File: src/rwgd_pkg.sv
`default_nettype none
// ----------------------------------------------------------------------------
// rwgd_pkg
// Shared types, register map and constants of the radar wave gesture detector.
// ----------------------------------------------------------------------------
package rwgd_pkg;

	localparam int unsigned IDLE_CLEAR_MS_DEF = 2000;

	localparam int unsigned ADDR_W = 4;
	localparam int unsigned DATA_W = 32;

	localparam logic [15:0] EVENTS_NEEDED_RST = 16'd8;
	localparam logic [31:0] HOLD_TIME_RST     = 32'd3000;
	localparam logic [14:0] SPEED_MIN_RST     = 15'd8;

	localparam logic [1:0] REG_EVENTS_NEEDED = 2'd0;
	localparam logic [1:0] REG_HOLD_TIME     = 2'd1;
	localparam logic [1:0] REG_SPEED_MIN     = 2'd2;

	typedef struct packed {
		logic               frame_valid;
		logic signed [15:0] pos_x;
		logic signed [15:0] speed;
		logic        [31:0] time_ms;
	} frame_t;

	typedef struct packed {
		logic        detected;
		logic [15:0] detected_count;
		logic        ended;
		logic        wave_active;
	} result_t;

	typedef struct packed {
		logic [15:0] events_needed;
		logic [31:0] hold_time_ms;
		logic [14:0] speed_min;
	} cfg_t;

endpackage
`default_nettype wire

File: src/rwgd_regs.sv
`default_nettype none
// ----------------------------------------------------------------------------
// rwgd_regs
// APB-style configuration registers: events needed, hold time, minimum speed.
// ----------------------------------------------------------------------------
module rwgd_regs (
	input  wire logic                        clk,
	input  wire logic                        arst_n,
	input  wire logic                        psel,
	input  wire logic                        penable,
	input  wire logic                        pwrite,
	input  wire logic [rwgd_pkg::ADDR_W-1:0] paddr,
	input  wire logic [rwgd_pkg::DATA_W-1:0] pwdata,
	output logic      [rwgd_pkg::DATA_W-1:0] prdata,
	output logic                             pready,
	output rwgd_pkg::cfg_t                   cfg
);

	rwgd_pkg::cfg_t cfg_q;
	logic [1:0]     idx;
	logic           wr;

	assign idx    = paddr[3:2];
	assign wr     = psel && penable && pwrite;
	assign pready = 1'b1;
	assign cfg    = cfg_q;

	always_ff @(posedge clk or negedge arst_n) begin
		if (!arst_n) begin
			cfg_q.events_needed <= rwgd_pkg::EVENTS_NEEDED_RST;
			cfg_q.hold_time_ms  <= rwgd_pkg::HOLD_TIME_RST;
			cfg_q.speed_min     <= rwgd_pkg::SPEED_MIN_RST;
		end else if (wr) begin
			case (idx)
				rwgd_pkg::REG_EVENTS_NEEDED: cfg_q.events_needed <= pwdata[15:0];
				rwgd_pkg::REG_HOLD_TIME:     cfg_q.hold_time_ms  <= pwdata[31:0];
				rwgd_pkg::REG_SPEED_MIN:     cfg_q.speed_min     <= pwdata[14:0];
				default: ;
			endcase
		end
	end

	always_comb begin
		case (idx)
			rwgd_pkg::REG_EVENTS_NEEDED: prdata = {16'd0, cfg_q.events_needed};
			rwgd_pkg::REG_HOLD_TIME:     prdata = cfg_q.hold_time_ms;
			rwgd_pkg::REG_SPEED_MIN:     prdata = {17'd0, cfg_q.speed_min};
			default:                     prdata = '0;
		endcase
	end

endmodule
`default_nettype wire

File: src/rwgd_core.sv
`default_nettype none
// ----------------------------------------------------------------------------
// rwgd_core
// Input register, event and timing logic with tracking state, result register.
// ----------------------------------------------------------------------------
module rwgd_core #(
	parameter int unsigned IDLE_CLEAR_MS = rwgd_pkg::IDLE_CLEAR_MS_DEF
) (
	input  wire logic              clk,
	input  wire logic              arst_n,
	input  rwgd_pkg::cfg_t         cfg,
	input  wire logic              req_valid,
	output logic                   req_ready,
	input  rwgd_pkg::frame_t       req,
	output logic                   rsp_valid,
	input  wire logic              rsp_ready,
	output rwgd_pkg::result_t      rsp
);

	localparam logic [31:0] IDLE_CLR = 32'(IDLE_CLEAR_MS);

	logic              valid_s1;
	rwgd_pkg::frame_t  frame_s1;
	logic              valid_s2;
	rwgd_pkg::result_t result_s2;

	logic        first_pending_q;
	logic [15:0] prev_speed_q;
	logic [15:0] prev_x_q;
	logic [15:0] event_total_q;
	logic [31:0] last_event_time_q;
	logic        is_active_q;

	logic        advance;
	logic [15:0] mag_prev;
	logic [15:0] mag_cur;
	logic        prev_sp_pos, prev_sp_neg, cur_sp_pos, cur_sp_neg;
	logic        prev_x_pos, prev_x_neg, cur_x_pos, cur_x_neg;
	logic        speed_evt, x_evt, evt;
	logic [15:0] cnt_inc;
	logic        det;
	logic        active_det;
	logic [31:0] elapsed;
	logic        end_hit;
	logic        active_nx;
	logic [15:0] cnt_nx;
	rwgd_pkg::result_t result_nx;

	assign advance   = valid_s1 && (!valid_s2 || rsp_ready);
	assign req_ready = !valid_s1 || advance;
	assign rsp_valid = valid_s2;
	assign rsp       = result_s2;

	always_comb begin
		mag_prev = prev_speed_q[15] ? 16'(-prev_speed_q) : prev_speed_q;
		mag_cur  = frame_s1.speed[15] ? 16'(-frame_s1.speed) : frame_s1.speed;

		prev_sp_neg = prev_speed_q[15];
		prev_sp_pos = !prev_speed_q[15] && (prev_speed_q != 16'd0);
		cur_sp_neg  = frame_s1.speed[15];
		cur_sp_pos  = !frame_s1.speed[15] && (frame_s1.speed != 16'sd0);
		prev_x_neg  = prev_x_q[15];
		prev_x_pos  = !prev_x_q[15] && (prev_x_q != 16'd0);
		cur_x_neg   = frame_s1.pos_x[15];
		cur_x_pos   = !frame_s1.pos_x[15] && (frame_s1.pos_x != 16'sd0);

		speed_evt = (mag_prev >= {1'b0, cfg.speed_min}) && (mag_cur >= {1'b0, cfg.speed_min})
			&& ((prev_sp_pos && cur_sp_neg) || (prev_sp_neg && cur_sp_pos));
		x_evt = (prev_x_pos && cur_x_neg) || (prev_x_neg && cur_x_pos);
		evt   = !first_pending_q && (speed_evt || x_evt);

		cnt_inc = event_total_q;
		if (evt && (event_total_q != 16'hFFFF)) begin
			cnt_inc = event_total_q + 16'd1;
		end

		det        = evt && !is_active_q && (cnt_inc >= cfg.events_needed);
		active_det = is_active_q || det;
		elapsed    = evt ? 32'd0 : (frame_s1.time_ms - last_event_time_q);
		end_hit    = active_det && (elapsed >= cfg.hold_time_ms);
		active_nx  = active_det && !end_hit;

		cnt_nx = end_hit ? 16'd0 : cnt_inc;
		if (!active_nx && (elapsed >= IDLE_CLR)) begin
			cnt_nx = 16'd0;
		end

		if (frame_s1.frame_valid) begin
			result_nx.detected       = det;
			result_nx.detected_count = det ? cnt_inc : 16'd0;
			result_nx.ended          = end_hit;
			result_nx.wave_active    = active_nx;
		end else begin
			result_nx.detected       = 1'b0;
			result_nx.detected_count = 16'd0;
			result_nx.ended          = 1'b0;
			result_nx.wave_active    = is_active_q;
		end
	end

	always_ff @(posedge clk or negedge arst_n) begin
		if (!arst_n) begin
			valid_s1 <= 1'b0;
			valid_s2 <= 1'b0;
		end else begin
			if (req_ready) begin
				valid_s1 <= req_valid;
			end
			if (advance) begin
				valid_s2 <= 1'b1;
			end else if (rsp_ready) begin
				valid_s2 <= 1'b0;
			end
		end
	end

	always_ff @(posedge clk) begin
		if (req_ready && req_valid) begin
			frame_s1 <= req;
		end
		if (advance) begin
			result_s2 <= result_nx;
		end
	end

	always_ff @(posedge clk or negedge arst_n) begin
		if (!arst_n) begin
			first_pending_q   <= 1'b1;
			prev_speed_q      <= 16'd0;
			prev_x_q          <= 16'd0;
			event_total_q     <= 16'd0;
			last_event_time_q <= 32'd0;
			is_active_q       <= 1'b0;
		end else if (advance) begin
			if (!frame_s1.frame_valid) begin
				first_pending_q <= 1'b1;
			end else begin
				first_pending_q <= 1'b0;
				prev_speed_q    <= frame_s1.speed;
				prev_x_q        <= frame_s1.pos_x;
				event_total_q   <= cnt_nx;
				is_active_q     <= active_nx;
				if (evt) begin
					last_event_time_q <= frame_s1.time_ms;
				end
			end
		end
	end

endmodule
`default_nettype wire

File: src/radar_wave_gesture_detector.sv
`default_nettype none
// ----------------------------------------------------------------------------
// radar_wave_gesture_detector
// Counts direction events in radar target frames and flags wave gestures.
//
// Frames enter on the req channel (req_valid/req_ready, payload req) and one
// result per frame leaves on the rsp channel (rsp_valid/rsp_ready, payload
// rsp), in order. A frame is held in the input register, where the
// event, count and timing logic runs against the tracking state; the result
// is written to the output register when that register is free or being
// drained, and shows on rsp from there. One frame is taken every cycle
// while rsp is drained. When rsp_ready is low the result holds and the input
// register fills; then req_ready drops until the result is taken. Reset
// clears the tracking state (first frame pending, count zero, not active),
// empties both registers and loads the register defaults: events needed 8,
// hold time 3000 ms, minimum speed 8. Registers are at byte addresses 0, 4
// and 8 of the APB port; the user must write them only while the block is
// idle, and the block itself does not enforce this.
// ----------------------------------------------------------------------------
module radar_wave_gesture_detector #(
	parameter int unsigned IDLE_CLEAR_MS = rwgd_pkg::IDLE_CLEAR_MS_DEF
) (
	input  wire logic                        clk,
	input  wire logic                        arst_n,
	input  wire logic                        psel,
	input  wire logic                        penable,
	input  wire logic                        pwrite,
	input  wire logic [rwgd_pkg::ADDR_W-1:0] paddr,
	input  wire logic [rwgd_pkg::DATA_W-1:0] pwdata,
	output logic      [rwgd_pkg::DATA_W-1:0] prdata,
	output logic                             pready,
	input  wire logic                        req_valid,
	output logic                             req_ready,
	input  rwgd_pkg::frame_t                 req,
	output logic                             rsp_valid,
	input  wire logic                        rsp_ready,
	output rwgd_pkg::result_t                rsp
);

	rwgd_pkg::cfg_t cfg;

	rwgd_regs u_regs (
		.clk     (clk),
		.arst_n  (arst_n),
		.psel    (psel),
		.penable (penable),
		.pwrite  (pwrite),
		.paddr   (paddr),
		.pwdata  (pwdata),
		.prdata  (prdata),
		.pready  (pready),
		.cfg     (cfg)
	);

	rwgd_core #(
		.IDLE_CLEAR_MS (IDLE_CLEAR_MS)
	) u_core (
		.clk       (clk),
		.arst_n    (arst_n),
		.cfg       (cfg),
		.req_valid (req_valid),
		.req_ready (req_ready),
		.req       (req),
		.rsp_valid (rsp_valid),
		.rsp_ready (rsp_ready),
		.rsp       (rsp)
	);

endmodule
`default_nettype wire

File: config.mk
export PLATFORM = sky130hd
export DESIGN_NAME = radar_wave_gesture_detector
export DESIGN_NICKNAME = d
export VERILOG_FILES = /design/src/rwgd_pkg.sv /design/src/rwgd_regs.sv /design/src/rwgd_core.sv /design/src/radar_wave_gesture_detector.sv
export SDC_FILE = /design/constraint.sdc
export NUM_CORES = 1
export LEC_CHECK = 0
export ABC_AREA = 0
export BUFFER_PORTS_ARGS = -buffer_cell sky130_fd_sc_hd__buf_2
export CAP_MARGIN = 25
export CORE_ASPECT_RATIO = 2
export CORE_MARGIN = 2
export CORE_UTILIZATION = 44
export CTS_CLUSTER_DIAMETER = 150
export DETAILED_ROUTE_END_ITERATION = 8
export PLACE_DENSITY = 0.66
export SKIP_CTS_REPAIR_TIMING = 1
export SLEW_MARGIN = 20
export SYNTH_ARGS = -nofsm -noshare
export SYNTH_HDL_FRONTEND = slang
export SYNTH_SLANG_ARGS = --single-unit
File: constraint.sdc
create_clock -name clk -period 6.6 [get_ports clk]
set_input_delay 0.66 -clock clk [delete_from_list [all_inputs] [get_ports clk]]
set_output_delay 0.66 -clock clk [all_outputs]
set_load 0.02 [all_outputs]
* After elaboration in Yosys (flattened, before gate mapping)
Cells that the tools add are included.
** Operators by class
- Add/subtract/negate cells :: 4
- $lt $le $gt $ge :: 5
- Equality and inequality tests :: 3
- Mux-type cells :: 11
- Reductions and logical operators :: 49
** Operator list (number)
- $pmux 32 s3 :: 1
- $mux 16 :: 5
- $reduce_bool 16->1 :: 4
- $ge 16x15->1 :: 2
- $ge 32x11->1 const B :: 1
- $ge 32x32->1 :: 1
- $mux 32 :: 1
- $neg 16->16 :: 2
- $sub 32x32->32 :: 1
- $logic_and 1x1->1 :: 21
- $add 16x1->16 const B :: 1
- $ge 16x16->1 :: 1
- $ne 16x16->1 const B :: 1
- $logic_not 1->1 :: 10
- $reduce_and 2->1 :: 5
- $logic_or 1x1->1 :: 6
- $mux 1 :: 4
- $reduce_and 3->1 :: 1
- $eq 2x1->1 const B :: 1
- $eq 2x2->1 const B :: 1
- $logic_not 2->1 :: 1
- $reduce_bool 2->1 :: 1
** Word-level totals
- Bits in registers :: 231
- Input bits :: 108
- Output and inout bits :: 54
- Word-level logic and storage cells :: 91

* Logic depth before layout (Yosys ltp)
- Word-level depth :: 18
- Depth in mapped cells :: 28
- Gate-level depth less buffers :: 27

* By module
A second synthesis with hierarchy kept.
** Unflattened totals
- Cell total of the unflattened synthesis :: 1308
- Area, all modules :: 13658.1 µm²
** By module, submodules not included
- rwgd_core :: times used 1, cells an instance 1099, area an instance 10779.1 µm², sequential area each 4625.7 µm²
- rwgd_regs :: times used 1, cells an instance 209, area an instance 2879.0 µm², sequential area each 1587.8 µm²

* Worst setup path before layout
Ideal clock, no wire load.
- Kind :: register -> register
- Start :: reg u_core.frame_s1[32] (netlist name)
- End :: reg u_core.event_total_q[10]
- Library setup time :: 0.071 ns
- Arrival time :: 5.309 ns
- Data required time :: 6.529 ns
- Setup slack :: 1.220 ns
- Cell stages (with the launch flop) :: 28
- Buffers on the path :: 3
- Clock period less this slack :: 5.380 ns
- Cell sequence :: edfxtp_1 -> inv_1 -> ha_1 -> nand2_1 -> or4_1 -> o41ai_1 -> xnor2_1 -> ha_1 -> nand3_1 -> nor2_1 -> a221o_1 -> nor3_1 -> o41ai_4 -> buf_4 -> clkbuf_1 -> or2_2 -> ha_1 -> nand2b_1 -> a211o_1 -> a21oi_1 -> o21ai_0 -> a21oi_1 -> o31ai_1 -> a41o_1 -> a21oi_1 -> a311oi_4 -> buf_6 -> nor2_1
** On the way
- Word-level cells in the longest chain between the ends :: 18
- Elaborated cells on any way between the ends :: 27
- Classes of those cells :: add/sub (1); order compare (4); mux (5); reduce/logical (17)
** Ends and longest elaborated chain
- start, declared :: RTL line rwgd_core.sv:23 : rwgd_pkg::frame_t frame_s1;
- start signal, assigned :: RTL line rwgd_core.sv:119 : frame_s1 <= req;
- $neg 16->16 or $reduce_bool 16->1 (tied branches) :: RTL line rwgd_core.sv:56, rwgd_core.sv:61
- $mux 16 or $logic_and 1x1->1 (tied branches) :: RTL line rwgd_core.sv:56, rwgd_core.sv:61
- $ge 16x15->1 or $logic_and 1x1->1 (tied branches) :: RTL line rwgd_core.sv:67, rwgd_core.sv:68
- $logic_and 1x1->1 or $logic_or 1x1->1 (tied branches) :: RTL line rwgd_core.sv:67, rwgd_core.sv:68
- $logic_and 1x1->1 * :: RTL line rwgd_core.sv:68 : && ((prev_sp_pos && cur_sp_neg) || (prev_sp_neg && cur_sp_pos));
- $logic_or 1x1->1 * :: RTL line rwgd_core.sv:70 : evt = !first_pending_q && (speed_evt || x_evt);
- $logic_and 1x1->1 * :: RTL line rwgd_core.sv:70
- $logic_and 1x1->1 :: RTL line rwgd_core.sv:73 : if (evt && (event_total_q != 16'hFFFF)) begin
- [... 2 more ...]
- $logic_and 1x1->1 :: RTL line rwgd_core.sv:77 : det = evt && !is_active_q && (cnt_inc >= cfg.events_needed);
- $logic_or 1x1->1 :: RTL line rwgd_core.sv:78 : active_det = is_active_q || det;
- $logic_and 1x1->1 :: RTL line rwgd_core.sv:80 : end_hit = active_det && (elapsed >= cfg.hold_time_ms);
- $logic_not 1->1 :: RTL line rwgd_core.sv:81 : active_nx = active_det && !end_hit;
- $logic_and 1x1->1 :: RTL line rwgd_core.sv:81
- $logic_not 1->1 :: RTL line rwgd_core.sv:84 : if (!active_nx && (elapsed >= IDLE_CLR)) begin
- $logic_and 1x1->1 :: RTL line rwgd_core.sv:84
- $mux 16 * :: RTL line rwgd_core.sv:84
- end signal, assigned :: RTL line rwgd_core.sv:141 : event_total_q <= cnt_nx;
- end, declared :: RTL line rwgd_core.sv:30 : logic [15:0] event_total_q;
Mark *: on every way between the ends. The rest lies on a longest branch, timed or not.
A chain may end at the register's enable or synchronous reset.

* Final worst setup path
- Start :: reg u_core.frame_s1[36] (netlist name)
- End :: reg u_core.event_total_q[12]
Same word-level chain as after synthesis.

==> impl_results.md <==
* Post-DP Area at 14990 um^2
* Final instance area at 15820 um^2
* Post-Route WL at 36.89 mm
* Worst path required time at 7.03 ns
* Flip-flop and latch area at 6213 um^2
* CTS H-tree lvls at 1
* I/O pins at 162
* Drt first pass iters at 5
* Primary FF master, synth: dfrtp_1
* Initial Utilization at 0.4467
* Syn avg cell area at 9.774 um^2
* Final min period at 6.296 ns
* DRC at 0
* Routed WL per cell at 18.55 um
* CP Max Fanout at 16
* Final setup vio count at 0
* Filler cell count at 2885
* Pin slew with the least headroom to its limit at 0.9378 ns
* Setup WS pre-CTS at 0.3233 ns
* Syn Inst Count at 1410
* Final period util at 0.9540
* Switch share at 0.3969
* Pins over their slew limit at 0
* PnR worst setup slack at 0.3036 ns
* Initial antenna violation count at 0
* Die X at 129.1 um
* Leak at 7.245 nW
* DR vias/cell at 5.359
* CTS Buf Count at 23
* Clock slew at reported path FFs at 0.06 ns
* Detailed Place HPWL at 28.87 mm
* Gr usage total at 0.2235
* Worst min-delay path category: input port to asynchronous set/reset pin
* Unique masters post-synth at 79
* WP data arrival at 6.73 ns
* Final nets at 1775
* Critical Path Max Stage Delay at 0.47 ns
* Area Overhead vs Synth at 14.82%
* CTS Root Cell: clkbuf_16
* Dpl cells at 1945
* Fraction of layout cells with a size suffix above 1 at 0.1871
* GR Overflow Total at 0
* Top post-synthesis cells by area: dfrtp_1 25%, edfxtp_1 18%, ha_1 10%
* Syn_nets at 1631
* Clock power frac at 0.224
* Share of power burned in registers at 0.313
* Core occupancy in the finished layout at 0.5128
* Count leader, synth: nand2_1
* Clock Skews at 0.01545 ns
* Fmax at 158.8 MHz
* Sink Count at 231
* CP Capture Type: flip-flop
* Yosys Warn Count at 0
* Worst-Skew Late Latency at 0.53 ns
* Max_cap viols at 0
* FF-to-FF path depth at 28
* Crit start category: flip-flop
* Area share of the largest cell type after synthesis at 0.2488
* Number of global-route vias before repair at 10940
* Cell depth of the worst setup path at 28
* Cell internal pwr at 3.756 mW
* Vias at 10660
* Rows at 91
* Sequential area share after synthesis at 0.4508
* CP max-delay cell: edfxtp_1
* Worst Path Buf+Inv at 4
* Max Root-Sink Buffers at 3
* WHS at 0.1547 ns
* Die height at 254.3 um
* Multi-input gate area at 6949 um^2
* CTS tree: built
* Logic pwr share at 0.463
* Largest net degree at the start of global routing at 77
* Cell taking the most area after synthesis: dfrtp_1
* Crit Path Category: flip-flop to flip-flop
* Drt first-iter violations at 458
* Worst IR Drop VDD at 0.2143 mV
* Fraction of registers with async set/reset at 0.6364
* Antenna Nets Post-Route at 0
* EDFF count, synth at 84
* Relative slew slack at 0.3748
* Top delay family on crit path: compound AO/OA/AOI/OAI gates
* Post-route setup TNS at 0 ns
* Net Sw Power at 2.472 mW
* Final Instance Count excl. Fillers at 1989
* Fin. Hold Viols at 0
* RePlAce Congestion at 0.9093
* Outcome: completed
* First-pass GRT wire length at 56.41 mm
* Number of port buffers at 158
* Overall Power at 6.229 mW
* Core ar. at 30860 um^2
* DIE AREA at 32840 um^2
* PD cells at 393.6 nW/um^2
* Inserted Diodes at 0
* Cell area after synthesis at 13780 um^2
* Commonest cells in the netlist: 212 x nand2_1, 137 x dfrtp_1, 112 x ha_1, 107 x inv_1, 102 x o21ai_0
* #FFs+latches synth at 231
-- final cells by class --
class | count | area share
Timing Repair Buffer | 173 | 0.05907
Inverter | 107 | 0.02538
Multi-Input combinational cell | 1018 | 0.4392
Clock inverter | 17 | 0.01320
Tap cell | 418 | 0.03305
Sequential cell | 231 | 0.3927
Clock buffer | 25 | 0.03748
-- power by group through the flow --
stage	combinational [mW]	clock [mW]	sequential, mW
floorplan	2.09	0	1.93
global placement	2.79	0	1.96
detailed placement	2.87	0	1.98
CTS	2.89	1.43	1.95
global route	3.22	1.49	1.98
finish	2.88	1.40	1.95
-- metal layers --
metal  wire (um)  track usage
met2       21250       0.4502
met1       12370       0.2098
met5           0            0
met4        2141       0.1295
met3        1124      0.02224
-- cell usage in the layout, fill, tap and decap left out, types with 5 or more instances in the layout --
master,count
dfrtp_1,137
o21ai_0,102
o31ai_1,12
clkbuf_16,23
dfstp_2,10
and2_1,34
a31oi_1,5
o211ai_1,9
inv_1,107
mux2i_1,18
nand2b_1,15
mux2_2,47
nand4_1,19
a21o_1,28
o21a_1,10
o41ai_1,5
a21boi_0,6
nand3_1,25
xor2_1,30
a211oi_1,10
nor2b_1,11
nand2_1,212
ha_1,112
nor4_1,8
buf_2,157
nor2_1,87
nor3_1,16
a21oi_1,64
buf_4,13
xnor2_1,55
edfxtp_1,84
-- logic make-up (layout without fill, tap and decap cells) --
| kind of cell | after synthesis | count (layout) | share of synthesized area |
|---|---|---|---|
| multiplexers | 68 | 68 | 0.05393 |
| adder cells (fa/ha/maj) | 113 | 113 | 0.1031 |
| AO/OA/AOI/OAI | 286 | 286 | 0.1327 |
| other | 1 | 1 | 0.0002721 |
| flip-flops | 231 | 231 | 0.4508 |
| buffers and inverters | 161 | 322 | 0.04730 |
| XOR/XNOR | 85 | 85 | 0.05402 |
| AND/OR/NAND/NOR | 465 | 465 | 0.1578 |
-- registers in the layout (all words and copies together), names as in the netlist, 16 cells and up --
name                      cells
u_core.prev_x_q              16
u_core.rsp                   19
u_core.frame_s1              63
u_core.prev_speed_q          16
u_regs.cfg                   63
u_core.last_event_time_q     32
u_core.event_total_q         16
-- path summary, 6_finish.rpt --
path | startpoint | slack (ns) | to
max | u_core.frame_s1[36] | 0.30 | u_core.event_total_q[12]
max in group asynchronous | arst_n | 4.95 | u_regs.cfg[14]
min | arst_n | 0.15 | u_core.prev_x_q[8]
max reg2reg | u_core.frame_s1[36] | 0.30 | u_core.event_total_q[12]
min reg2reg | u_core.frame_s1[59] | 0.47 | u_core.prev_x_q[11]
min in group clk | req[64] | 0.30 | u_core.frame_s1[64]
No activity file was read; power rests on OpenSTA's default activity.
